File: config.mk
export PLATFORM = sky130hd
export DESIGN_NAME = vgm_command_stream_parser_unit
export DESIGN_NICKNAME = d
export VERILOG_FILES = /design/src/design/vgmcsp_pkg.sv /design/src/design/vgmcsp_front.sv /design/src/design/vgmcsp_queue.sv /design/src/design/vgmcsp_back.sv /design/src/design/vgm_command_stream_parser_unit.sv
export SDC_FILE = /design/constraint.sdc
export NUM_CORES = 1
export LEC_CHECK = 0
export BUFFER_PORTS_ARGS = -buffer_cell sky130_fd_sc_hd__buf_2
export CAP_MARGIN = 0
export CORE_MARGIN = 1.5
export CORE_UTILIZATION = 55
export DETAILED_ROUTE_END_ITERATION = 6
export HOLD_SLACK_MARGIN = 0.03
export PLACE_DENSITY = 0.72
export SLEW_MARGIN = 20
export SYNTH_ARGS = -nofsm -noshare
export SYNTH_HDL_FRONTEND = slang
export SYNTH_SLANG_ARGS = --single-unit
File: constraint.sdc
create_clock -name clk -period 12.6 [get_ports clk]
set_clock_uncertainty 0.15 [all_clocks]
set_input_delay 0 -clock clk [delete_from_list [all_inputs] [get_ports clk]]
set_output_delay 0 -clock clk [all_outputs]
set_load 0.01 [all_outputs]
File: src/design/vgmcsp_pkg.sv
package vgmcsp_pkg;

	localparam int BLOCK_COUNT_BITS = 31;
	localparam int QUEUE_DEPTH      = 4;
	localparam int QUEUE_PTR_BITS   = $clog2(QUEUE_DEPTH);

	localparam logic [2:0] EV_WAIT  = 3'd0;
	localparam logic [2:0] EV_WRITE = 3'd1;
	localparam logic [2:0] EV_END   = 3'd2;
	localparam logic [2:0] EV_MASK  = 3'd3;
	localparam logic [2:0] EV_ERROR = 3'd4;

	localparam logic [1:0] ERR_OPCODE    = 2'd0;
	localparam logic [1:0] ERR_CMD_CUT   = 2'd1;
	localparam logic [1:0] ERR_BLOCK_CUT = 2'd2;

	localparam logic [7:0] OP_STEREO  = 8'h31;
	localparam logic [7:0] OP_WAIT16  = 8'h61;
	localparam logic [7:0] OP_WAIT735 = 8'h62;
	localparam logic [7:0] OP_WAIT882 = 8'h63;
	localparam logic [7:0] OP_END     = 8'h66;
	localparam logic [7:0] OP_BLOCK   = 8'h67;

	typedef struct packed {
		logic [7:0] stream_byte;
		logic       final_byte;
	} byte_item_t;

	typedef struct packed {
		logic [2:0]  event_kind;
		logic [4:0]  chip_id;
		logic [7:0]  port_number;
		logic [15:0] register_address;
		logic [15:0] write_value;
		logic [15:0] wait_samples;
		logic [1:0]  error_code;
	} event_item_t;

	typedef struct packed {
		logic        is_error;
		logic [1:0]  error_code;
		logic [7:0]  opcode;
		logic [31:0] operands;
	} cmd_rec_t;

endpackage

File: src/design/vgmcsp_front.sv
module vgmcsp_front (
	input  logic                  clk,
	input  logic                  arst_n,
	input  logic                  byte_valid,
	output logic                  byte_stall,
	input  vgmcsp_pkg::byte_item_t byte_item,
	input  logic                  queue_full,
	output logic                  push,
	output vgmcsp_pkg::cmd_rec_t  push_rec
);
	import vgmcsp_pkg::*;

	function automatic logic [3:0] cmd_size(input logic [7:0] op);
		logic [3:0] sz;
		unique case (op) inside
			[8'h30:8'h3f]:          sz = 4'd2;
			[8'h40:8'h4e]:          sz = 4'd3;
			8'h4f, 8'h50:           sz = 4'd2;
			[8'h51:8'h5f]:          sz = 4'd3;
			OP_WAIT16:              sz = 4'd3;
			OP_WAIT735, OP_WAIT882,
			OP_END:                 sz = 4'd1;
			8'h64:                  sz = 4'd4;
			OP_BLOCK:               sz = 4'd7;
			8'h68:                  sz = 4'd12;
			[8'h70:8'h8f]:          sz = 4'd1;
			8'h90, 8'h91, 8'h95:    sz = 4'd5;
			8'h92:                  sz = 4'd6;
			8'h93:                  sz = 4'd11;
			8'h94:                  sz = 4'd2;
			[8'ha0:8'hbf]:          sz = 4'd3;
			[8'hc0:8'hdf]:          sz = 4'd4;
			[8'he0:8'hff]:          sz = 4'd5;
			default:                sz = 4'd0;
		endcase
		return sz;
	endfunction

	logic                        halted_q, halted_n;
	logic [7:0]                  opcode_q, opcode_n;
	logic [3:0]                  need_q, need_n;
	logic [31:0]                 operand_q, operand_n;
	logic [BLOCK_COUNT_BITS-1:0] remain_q, remain_n;
	logic                        skip_q, skip_n;

	logic        accept;
	logic [7:0]  b;
	logic        fin;
	logic [3:0]  size_new, size_cur, idx, need_dec;
	logic [31:0] op_upd;
	logic [BLOCK_COUNT_BITS-1:0] blk_len;
	logic        raise;
	logic [1:0]  raise_code;

	assign byte_stall = queue_full;
	assign accept     = byte_valid && !byte_stall;
	assign b          = byte_item.stream_byte;
	assign fin        = byte_item.final_byte;
	assign size_new   = cmd_size(b);
	assign size_cur   = cmd_size(opcode_q);
	assign idx        = size_cur - 4'd1 - need_q;
	assign need_dec   = need_q - 4'd1;
	assign blk_len    = op_upd[BLOCK_COUNT_BITS-1:0];

	always_comb begin
		op_upd = operand_q;
		if (opcode_q == OP_BLOCK) begin
			op_upd = {b, operand_q[31:8]};
		end else begin
			case (idx)
				4'd0:    op_upd[7:0]   = b;
				4'd1:    op_upd[15:8]  = b;
				4'd2:    op_upd[23:16] = b;
				4'd3:    op_upd[31:24] = b;
				default: op_upd        = operand_q;
			endcase
		end
	end

	always_comb begin
		halted_n   = halted_q;
		opcode_n   = opcode_q;
		need_n     = need_q;
		operand_n  = operand_q;
		remain_n   = remain_q;
		skip_n     = skip_q;
		raise      = 1'b0;
		raise_code = ERR_OPCODE;
		push       = 1'b0;
		push_rec   = '{is_error: 1'b0, error_code: ERR_OPCODE, opcode: opcode_q,
			operands: op_upd};
		if (accept && !halted_q) begin
			if (skip_q) begin
				remain_n = remain_q - BLOCK_COUNT_BITS'(1);
				if (remain_q == BLOCK_COUNT_BITS'(1)) begin
					skip_n = 1'b0;
				end else if (fin) begin
					raise      = 1'b1;
					raise_code = ERR_BLOCK_CUT;
				end
			end else if (need_q == 4'd0) begin
				if (size_new == 4'd0) begin
					raise      = 1'b1;
					raise_code = ERR_OPCODE;
				end else begin
					opcode_n  = b;
					operand_n = '0;
					if (size_new == 4'd1) begin
						push              = 1'b1;
						push_rec.opcode   = b;
						push_rec.operands = '0;
						if (b == OP_END) begin
							halted_n = 1'b1;
						end
					end else if (fin) begin
						raise      = 1'b1;
						raise_code = ERR_CMD_CUT;
					end else begin
						need_n = size_new - 4'd1;
					end
				end
			end else begin
				operand_n = op_upd;
				need_n    = need_dec;
				if (need_dec != 4'd0) begin
					if (fin) begin
						raise      = 1'b1;
						raise_code = ERR_CMD_CUT;
					end
				end else if (opcode_q == OP_BLOCK) begin
					if (blk_len != '0) begin
						skip_n   = 1'b1;
						remain_n = blk_len;
						if (fin) begin
							raise      = 1'b1;
							raise_code = ERR_BLOCK_CUT;
						end
					end
				end else begin
					push = 1'b1;
				end
			end
			if (raise) begin
				push                = 1'b1;
				push_rec.is_error   = 1'b1;
				push_rec.error_code = raise_code;
				halted_n            = 1'b1;
				need_n              = 4'd0;
				skip_n              = 1'b0;
				remain_n            = '0;
			end
		end
	end

	always_ff @(posedge clk or negedge arst_n) begin
		if (!arst_n) begin
			halted_q  <= 1'b0;
			opcode_q  <= '0;
			need_q    <= '0;
			operand_q <= '0;
			remain_q  <= '0;
			skip_q    <= 1'b0;
		end else if (accept) begin
			halted_q  <= halted_n;
			opcode_q  <= opcode_n;
			need_q    <= need_n;
			operand_q <= operand_n;
			remain_q  <= remain_n;
			skip_q    <= skip_n;
		end
	end

endmodule

File: src/design/vgmcsp_queue.sv
module vgmcsp_queue (
	input  logic                 clk,
	input  logic                 arst_n,
	input  logic                 push,
	input  vgmcsp_pkg::cmd_rec_t push_rec,
	output logic                 full,
	input  logic                 pop,
	output logic                 not_empty,
	output vgmcsp_pkg::cmd_rec_t head_rec
);
	import vgmcsp_pkg::*;

	cmd_rec_t                  ent_q [QUEUE_DEPTH];
	logic [QUEUE_PTR_BITS-1:0] wr_ptr_q, rd_ptr_q;
	logic [QUEUE_PTR_BITS:0]   count_q;
	logic                      do_push, do_pop;

	assign full      = count_q == (QUEUE_PTR_BITS+1)'(QUEUE_DEPTH);
	assign not_empty = count_q != '0;
	assign head_rec  = ent_q[rd_ptr_q];
	assign do_push   = push && !full;
	assign do_pop    = pop && not_empty;

	always_ff @(posedge clk) begin
		if (do_push) begin
			ent_q[wr_ptr_q] <= push_rec;
		end
	end

	always_ff @(posedge clk or negedge arst_n) begin
		if (!arst_n) begin
			wr_ptr_q <= '0;
			rd_ptr_q <= '0;
			count_q  <= '0;
		end else begin
			if (do_push) begin
				wr_ptr_q <= wr_ptr_q + QUEUE_PTR_BITS'(1);
			end
			if (do_pop) begin
				rd_ptr_q <= rd_ptr_q + QUEUE_PTR_BITS'(1);
			end
			if (do_push && !do_pop) begin
				count_q <= count_q + (QUEUE_PTR_BITS+1)'(1);
			end else if (do_pop && !do_push) begin
				count_q <= count_q - (QUEUE_PTR_BITS+1)'(1);
			end
		end
	end

endmodule

File: src/design/vgmcsp_back.sv
module vgmcsp_back (
	input  logic                    clk,
	input  logic                    arst_n,
	input  logic                    not_empty,
	input  vgmcsp_pkg::cmd_rec_t    head_rec,
	output logic                    pop,
	output logic                    event_valid,
	input  logic                    event_stall,
	output vgmcsp_pkg::event_item_t event_item
);
	import vgmcsp_pkg::*;

	event_item_t evt_q, evt_n;
	logic        evt_valid_q;
	logic        has_event;
	logic [7:0]  op, b1, b2, b3, b4;

	assign op  = head_rec.opcode;
	assign b1  = head_rec.operands[7:0];
	assign b2  = head_rec.operands[15:8];
	assign b3  = head_rec.operands[23:16];
	assign b4  = head_rec.operands[31:24];
	assign pop = not_empty && (!evt_valid_q || !event_stall);

	always_comb begin
		evt_n     = '0;
		has_event = 1'b1;
		if (head_rec.is_error) begin
			evt_n.event_kind = EV_ERROR;
			evt_n.error_code = head_rec.error_code;
		end else begin
			unique case (op) inside
				[8'h70:8'h7f]: evt_n.wait_samples = {12'd0, op[3:0]} + 16'd1;
				[8'h80:8'h8f]: evt_n.wait_samples = {12'd0, op[3:0]};
				OP_WAIT16:     evt_n.wait_samples = {b2, b1};
				OP_WAIT735:    evt_n.wait_samples = 16'd735;
				OP_WAIT882:    evt_n.wait_samples = 16'd882;
				OP_END:        evt_n.event_kind = EV_END;
				OP_STEREO: begin
					evt_n.event_kind  = EV_MASK;
					evt_n.chip_id     = {4'd0, b1[7]};
					evt_n.write_value = {8'd0, b1};
				end
				[8'h51:8'h5f]: begin
					evt_n.event_kind       = EV_WRITE;
					evt_n.register_address = {8'd0, b1};
					evt_n.write_value      = {8'd0, b2};
					case (op[3:0])
						4'h1:       evt_n.chip_id = 5'd2;
						4'h2, 4'h3: evt_n.chip_id = 5'd3;
						4'h4:       evt_n.chip_id = 5'd4;
						4'h5:       evt_n.chip_id = 5'd5;
						4'h6, 4'h7: evt_n.chip_id = 5'd6;
						4'h8, 4'h9: evt_n.chip_id = 5'd7;
						4'ha:       evt_n.chip_id = 5'd8;
						4'hb:       evt_n.chip_id = 5'd9;
						4'hc:       evt_n.chip_id = 5'd10;
						4'hd:       evt_n.chip_id = 5'd11;
						default:    evt_n.chip_id = 5'd12;
					endcase
					case (op[3:0])
						4'h3, 4'h7, 4'h9, 4'hf: evt_n.port_number = 8'd1;
						default:                evt_n.port_number = 8'd0;
					endcase
				end
				8'hd0, 8'hd1, 8'hd2: begin
					evt_n.event_kind       = EV_WRITE;
					evt_n.chip_id          = 5'(op[1:0]) + 5'd13;
					evt_n.port_number      = b1;
					evt_n.register_address = {8'd0, b2};
					evt_n.write_value      = {8'd0, b3};
				end
				8'hd3, 8'hd4, 8'hd5: begin
					evt_n.event_kind       = EV_WRITE;
					evt_n.chip_id          = 5'(op[2:0]) + 5'd13;
					evt_n.register_address = {b2, b1};
					evt_n.write_value      = {8'd0, b3};
				end
				8'hd6: begin
					evt_n.event_kind       = EV_WRITE;
					evt_n.chip_id          = 5'd19;
					evt_n.register_address = {8'd0, b1};
					evt_n.write_value      = {b3, b2};
				end
				8'he1: begin
					evt_n.event_kind       = EV_WRITE;
					evt_n.chip_id          = 5'd20;
					evt_n.register_address = {b2, b1};
					evt_n.write_value      = {b4, b3};
				end
				default: has_event = 1'b0;
			endcase
		end
	end

	always_ff @(posedge clk) begin
		if (pop && has_event) begin
			evt_q <= evt_n;
		end
	end

	always_ff @(posedge clk or negedge arst_n) begin
		if (!arst_n) begin
			evt_valid_q <= 1'b0;
		end else if (pop) begin
			evt_valid_q <= has_event;
		end else if (!event_stall) begin
			evt_valid_q <= 1'b0;
		end
	end

	assign event_valid = evt_valid_q;
	assign event_item  = evt_q;

endmodule

File: src/design/vgm_command_stream_parser_unit.sv
// channel  | direction | handshake                 | payload
// byte     | in        | byte_valid / byte_stall   | byte_item  (stream_byte, final_byte)
// event    | out       | event_valid / event_stall | event_item (event_kind .. error_code)
//
// One byte is taken per cycle while byte_stall is low; the byte parser's counters are registered on each accepted byte.
// A completed command reaches event_item through a four-entry command queue and then
// the registered decode stage.
// byte_stall rises only while the command queue is full; that happens when event_stall
// holds the output register while further commands keep arriving.
// Reset clears all parser state and empties the queue; there is no clearing pass.
module vgm_command_stream_parser_unit (
	input  logic                    clk,
	input  logic                    arst_n,
	input  logic                    byte_valid,
	output logic                    byte_stall,
	input  vgmcsp_pkg::byte_item_t  byte_item,
	output logic                    event_valid,
	input  logic                    event_stall,
	output vgmcsp_pkg::event_item_t event_item
);
	import vgmcsp_pkg::*;

	logic     push, queue_full, pop, not_empty;
	cmd_rec_t push_rec, head_rec;

	vgmcsp_front u_front (
		.clk        (clk),
		.arst_n     (arst_n),
		.byte_valid (byte_valid),
		.byte_stall (byte_stall),
		.byte_item  (byte_item),
		.queue_full (queue_full),
		.push       (push),
		.push_rec   (push_rec)
	);

	vgmcsp_queue u_queue (
		.clk       (clk),
		.arst_n    (arst_n),
		.push      (push),
		.push_rec  (push_rec),
		.full      (queue_full),
		.pop       (pop),
		.not_empty (not_empty),
		.head_rec  (head_rec)
	);

	vgmcsp_back u_back (
		.clk         (clk),
		.arst_n      (arst_n),
		.not_empty   (not_empty),
		.head_rec    (head_rec),
		.pop         (pop),
		.event_valid (event_valid),
		.event_stall (event_stall),
		.event_item  (event_item)
	);

endmodule

Word level (Yosys, flattened, before mapping):

Memory sizes are Yosys's and may differ from the RTL's.
Index checks and enable logic that the tools add are counted.

* flip-flop bits (word level): 151
* RAM bits: 172
* bits in read-only memories: 64
* bits of input ports: 13
* output and inout port bits: 68
* word-level logic and storage cells: 280
* memories: 2

* add/sub/neg operators: 12
* magnitude comparators: 34
* eq/ne operators: 62
* muxes and demuxes: 83
* bitwise operators: 2
* reduce and logical (&&, ||, !) cells: 68

Memory list
* u_queue.ent_q: words 4, width 43, read ports 1, clocked after memory_dff 0, write ports 1, line vgmcsp_queue.sv:13 `cmd_rec_t ent_q [QUEUE_DEPTH];`
* (name not given): words 16, width 4, read ports 1, clocked after memory_dff 0, write ports 0, line vgmcsp_back.sv:48 `case (op[3:0])`

Operators by type and width (number)
* 31-bit two-way mux: 6
* 8-bit by 7-bit == test with 1-bit output (second input constant): 22
* 8-bit == test (second input constant): 20
* 40-bit two-way mux: 4
* 16-bit one-hot mux with 5 select lines: 2
* 32-bit two-way mux: 3
* 8-bit less-or-equal comparator (second input constant): 9
* 4-bit one-hot mux with 9 select lines: 2
* 8-bit by 7-bit greater-or-equal comparator with 1-bit output (second input constant): 8
* 8-bit greater-or-equal comparator (second input constant): 7
* 8-bit by 7-bit less-or-equal comparator with 1-bit output (second input constant): 6
* 16-bit one-hot mux with 3 select lines: 1
* 43-bit two-way mux: 1
* 4-bit OR reduction: 10
* 1-bit two-way mux: 39
* 8-bit two-way mux: 4
* 31-bit by 1-bit == test with 1-bit output (second input constant): 1
* 31-bit nonzero test: 1
* 31-bit by 1-bit subtractor with 31-bit output (second input constant): 1
* 5-bit one-hot mux with 6 select lines: 1
* 1-bit logical AND: 25
* 4-bit two-way mux: 6
* 2-bit two-way mux: 9
* 8-bit by 6-bit greater-or-equal comparator with 1-bit output (second input constant): 2
* other kinds (39): 71

Longest topological paths before layout:

* depth in word-level cells: 23
* mapped depth: 27
* gate-level depth less buffers: 24

Hierarchy:

Synthesis repeated with hierarchy kept, for this count alone.

* cell total of the unflattened synthesis: 1304
* area total of the unflattened synthesis: 16271.9 µm²

By module, submodules not included
* vgmcsp_queue: times used 1, cells an instance 260, area an instance 6690.2 µm², seq. area each 5340.1 µm²
* vgmcsp_front: times used 1, cells an instance 727, area an instance 5949.5 µm², seq. area each 1926.8 µm²
* vgmcsp_back: times used 1, cells an instance 317, area an instance 3632.2 µm², seq. area each 2006.9 µm²

Worst setup path before layout:

Ideal clock, no wire load.

* path kind: reg-to-reg
* start point: reg u_queue.rd_ptr_q[0]
* end point: reg u_back.evt_q (netlist bit u_back.event_item[0]) (enable)
* library setup time: 513 ps
* arrival time: 6279 ps
* required time: 11937 ps
* slack: 5658 ps
* cell stages (with the launch flop): 12
* buffers on the path: 2
* period minus slack after synthesis: 6942 ps
* cells stage by stage: dfrtp_1 > buf_2 > clkbuf_1 > mux4_2 > inv_1 > ha_1 > nor2_1 > a2111oi_0 > nor2_1 > nand2_1 > nor3_1 > a21oi_1

* word-level cells in the longest chain between the ends: 7
* elaborated cells between the ends (all ways): 27
* classes of those cells: order compare (6); eq/ne (13); mux (2); reduce/logical (5); memory (1)

Ends and longest elaborated chain
* from (decl): line vgmcsp_queue.sv:14 `logic [QUEUE_PTR_BITS-1:0] wr_ptr_q, rd_ptr_q;`
* from (signal assigned): line vgmcsp_queue.sv:40 `rd_ptr_q <= rd_ptr_q + QUEUE_PTR_BITS'(1);`
* memory 4 x 43 bit (*)
* 8-bit by 7-bit greater-or-equal comparator with 1-bit output (no source line) (tied with other cells)
* 1-bit logical AND (no source line)
* 16-bit OR reduction (no source line)
* 1-bit two-way mux: line vgmcsp_back.sv:32 `unique case (op) inside`
* 1-bit two-way mux (*): line vgmcsp_back.sv:28 `if (head_rec.is_error) begin`
* 1-bit logical AND (*): line vgmcsp_back.sv:97 `if (pop && has_event) begin`
* to (signal assigned): line vgmcsp_back.sv:98 `evt_q <= evt_n;`
* to (decl): line vgmcsp_back.sv:13 `event_item_t evt_q, evt_n;`

Mark *: on every way between the ends. The rest lies on a longest branch, timed or not.
A chain may end at the register's enable or synchronous reset.

Worst setup path in the final report:

* start point: reg u_front.opcode_q[6]
* end point: reg u_queue.count_q[1]

* word-level cells in the longest chain between the ends: 22
* elaborated cells between the ends (all ways): 72
* classes of those cells: add/sub (2); order compare (14); eq/ne (18); mux (19); reduce/logical (19)

Ends and longest elaborated chain
* from (decl): line vgmcsp_front.sv:40 `logic [7:0] opcode_q, opcode_n;`
* from (signal assigned): line vgmcsp_front.sv:165 `opcode_q <= opcode_n;`
* 8-bit greater-or-equal comparator (implied by the code) (tied with other cells): line vgmcsp_front.sv:60 `assign size_cur = cmd_size(opcode_q);`
* 1-bit logical AND (implied by the code): line vgmcsp_front.sv:60
* 4-bit OR reduction (no source line) / 2-bit OR reduction (equally long branches)
* 4-bit one-hot mux with 9 select lines: line vgmcsp_front.sv:15 `unique case (op) inside`
* 4-bit by 1-bit subtractor with 4-bit output: line vgmcsp_front.sv:61 `assign idx = size_cur - 4'd1 - need_q;`
* 4-bit subtractor: line vgmcsp_front.sv:61
* 4-bit by 1-bit == test with 1-bit output (tied with other cells): line vgmcsp_front.sv:70 `case (idx)`
* 8-bit two-way mux: line vgmcsp_front.sv:70
* [7 not listed]
* 1-bit two-way mux: line vgmcsp_front.sv:92 `if (accept && !halted_q) begin`
* 1-bit two-way mux (*): line vgmcsp_front.sv:143 `if (raise) begin`
* 1-bit two-way mux (*): line vgmcsp_front.sv:92
* 1-bit logical AND (*): line vgmcsp_queue.sv:21 `assign do_push = push && !full;`
* via u_queue.do_push: line vgmcsp_queue.sv:16 `logic do_push, do_pop;`
* 1-bit zero test: line vgmcsp_queue.sv:44 `end else if (do_pop && !do_push) begin`
* 1-bit logical AND: line vgmcsp_queue.sv:44
* 2-bit nonzero test (no source line)
* to (signal assigned): line vgmcsp_queue.sv:43 `count_q <= count_q + (QUEUE_PTR_BITS+1)'(1);`
* to (signal assigned): line vgmcsp_queue.sv:45 `count_q <= count_q - (QUEUE_PTR_BITS+1)'(1);`
* to (decl): line vgmcsp_queue.sv:15 `logic [QUEUE_PTR_BITS:0] count_q;`

The timed path passes the listed nets; every way through them passes the cells marked *. The select of a mux whose other input is x is not followed.

==> reports/qor.txt <==
Final ANT Viol Nets: 0
TNS Setup: 0 ns
FP Rows: 62
First-pass GRT wire length: 63050 um
DRT Pass-1 Iters: 7
Min Tclk post-route: 6.376 ns
Clk sink count: 323
WL/cell: 22.39 um
Worst skew pair latency: 0.53 ns
Yosys reg bits: 323
Final Wtd Congestion: 0.9389
Main synth FF type: edfxtp_1
FFs w/ async S/R, synth: 0.2632
Slew at the pin with the worst max-slew slack: 1.009 ns
Reg area: 0.009276 mm2
Placed Cells incl. Taps: 1735
Die area: 0.02995 mm2
Mapped Avg Cell Area: 11.93 um2
Vias in the first global route: 11020
HP Class: in -> reg
Die W: 173.1 um
Slew Limit Headroom: 0.3081
WP data required: 12.86 ns
Final #Nets: 1442
Final wirelength: 40540 um
Antenna violations before repair: 0
Post-CTS Resized: 0
Via/cell ratio: 6.318
Clock buffer depth: 3
Top cells by area, synth: edfxtp_1 (45%), dfrtp_1 (13%), mux4_2 (6.1%)
P_leak: 6.670 nW
Pwr dens: 268.9 mW/mm2
Max-Cap Viols: 0
Area growth from synthesis to layout: 12.59%
Largest net degree at the start of global routing: 65
Worst reg2reg setup slack: 6.22 ns
Peak supply drop: 0.1462 mV
Fmax achieved: 156.8 MHz
Die H: 173.1 um
Total Routing Usage GR: 0.2716
Setup crit end kind: register
EDFF count, synth: 238
Crit-path max FO: 42
Final worst slack: 6.224 ns
Post-CTS Hold Buffers: 14
Post-synthesis cell area: 0.01591 mm2
Final Hold Viols: 0
Unrepaired setup endpoints after global routing: no
Final Setup Violations: 0
Placement Setup Slack: 6.143 ns
Crit Path Category: reg -> reg
Worst-path clk slew: 0.06 ns
Clk root buf: clkbuf_16
Sequential cell area fraction in the yosys report: 0.5830
Non-filler instance count after layout: 1811
IO Count: 81
Worst EP arrival: 6.63 ns
Via count: 11440
Post-CTS Repair Setup Buffers: 0
Layout cells sized above 1: 0.1682
FILL cells: 2209
CTS Buf Count: 35
Multi-input logic area: 0.006201 mm2
Initial core utilization: 0.5572
Syn nets: 1372
R2R cell count: 20
Core area: 0.02855 mm2
GRT overflow: 0
IO buf count: 80
Startpoint types: register
Top cell type's share of synthesized area: 0.4493
# DRC: 13
DPL Wire Length: 27000 um
Post-synth top area cell: edfxtp_1
Number of diodes: 0
Violated checks: DRC
TritonCTS clock tree: done
Crit path max-delay cell type: a211oi_4
Max-slew violation count: 0
Hold path cells: 3
Final core occ: 0.6274
Distinct cells, synth: 86
Status: finished with violations
CTS HTree Levels: 2
Cell count after synthesis: 1333
Ordered cell list for the critical path: nor4bb_1 > and4_1 > buf_4 > a221oi_1 > o21ai_0 > ha_1 > a21oi_1 > a21oi_1 > a211oi_4 > or3_1 > mux2i_1 > o21ai_1 > nor4_4 > a211oi_2 > nor2_4 > o21ai_2 > ha_1 > inv_1 > fa_1 > mux2_2
Iteration-0 DRC count of the detailed router: 1141
Ys Warns: 0
Final period utilization: 0.5060
Worst stage delay on the critical path: 0.65 ns
## critical path: cells and delay by family (launching register included)
| kind | cells | cell delay (ns) |
|---|---|---|
| DFF | 1 | 0.50 |
| adders and majority gates | 3 | 0.96 |
| AOI/OAI and AO/OA | 8 | 1.79 |
| muxes | 2 | 0.66 |
| and+or+nand+nor | 5 | 1.78 |
| buffers and inverters | 2 | 0.43 |
## through the flow
step | area (um2) | power, W | hold WS (ns)
after floorplan | 15910 | 0.003145 | -0.4456
after global placement | 16630 | 0.003742 | -0.1224
after detailed placement | 16630 | 0.003790 | -0.1239
after CTS | 17890 | 0.004797 | 0.08021
after global routing | 17910 | 0.005083 | 0.1394
final | 17910 | 0.004816 | 0.1258
## routing by layer
layer	share of wire	GRT usage
met3	0.066	0.03826
met5	0	0
met1	0.42	0.3636
met4	0.042	0.1221
met2	0.48	0.4456
## final timing paths
kind                                           from              endpoint
worst min-delay path                    event_stall    u_back.event_valid
worst max-delay path            u_front.opcode_q[6]    u_queue.count_q[1]
worst min register to register     u_front.halted_q      u_front.halted_q
worst max register to register  u_front.opcode_q[6]    u_queue.count_q[1]
min in group asynchronous                    arst_n    u_back.event_valid
max in group asynchronous                    arst_n  u_front.operand_q[4]
## area by class of cell
cell class	count	share of cell area
timing repair buffer	114	0.03968
clock buffer	41	0.05016
tap	384	0.02683
sequential	323	0.5180
inverter	35	0.007335
clock inverter	20	0.01181
multi-input combinational	894	0.3462
## power by group
part | internal [W] | switching [W] | leakage [nW] | total (W)
Combinational | 0.000722 | 0.00136 | 2.76 | 0.00208
Sequential | 0.00154 | 0.000198 | 3.37 | 0.00174
Clock | 0.000578 | 0.000419 | 0.534 | 0.000996
## sequential cells by signal, indices dropped and copies added, names as in the netlist, 2 cells and up
register and flops:
u_queue.wr_ptr_q 2, u_front.need_q 4, u_front.operand_q 32, u_back.event_item 66, u_queue.rd_ptr_q 2, u_front.remain_q 31
u_queue.count_q 3, u_queue.ent_q 172, u_front.opcode_q 8
## logic make-up after synthesis
logic type	count (synthesis)	synth area share
flops	323	0.5830
buf+inv	116	0.02942
xor+xnor	11	0.006057
compound gates	307	0.1303
fa+ha+maj	26	0.02140
simple gates	477	0.1489
mux	73	0.08094
## cell usage after synthesis (all sizes together), types with 3 or more instances
cell	count
mux2i	15
a31o	6
o21a	6
nand2	123
and2	30
a22oi	12
xor2	5
nand4	15
or3	7
buf	22
xnor2	6
a21o	4
edfxtp	238
o31ai	22
mux4	43
a31oi	20
o211ai	9
and4	5
dfrtp	85
a32oi	6
a221oi	5
or2	5
nand2b	14
a2111oi	3
nor2	132
nand3b	3
mux2	15
a41oi	3
clkbuf	59
nor3	45
a222oi	8
and3	9
ha	24
a21oi	56
nand3	22
a211oi	7
or4b	3
a22o	29
or4	4
inv	35
nor2b	23
nor4	25
o21ai	92
## cells in the final DEF (no fill, tap or decap), types with 9 or more instances in the layout
cell           count
a21oi_1           55
a22o_1            29
a22oi_1           12
a31oi_1           20
and2_1            25
and3_1             9
buf_2             79
buf_4             20
clkbuf_16         35
dfrtp_1           83
dlygate4sd3_1     13
edfxtp_1         238
ha_1              24
inv_1             35
mux2_2            14
mux2i_1           15
mux4_2            43
nand2_1          123
nand2b_1          14
nand3_1           22
nand4_1           15
nor2_1           131
nor2b_1           23
nor3_1            43
nor4_1            23
o211ai_1           9
o21ai_0           54
o21ai_1           35
o31ai_1           22
Note: power is estimated with default switching activity, not from simulation.
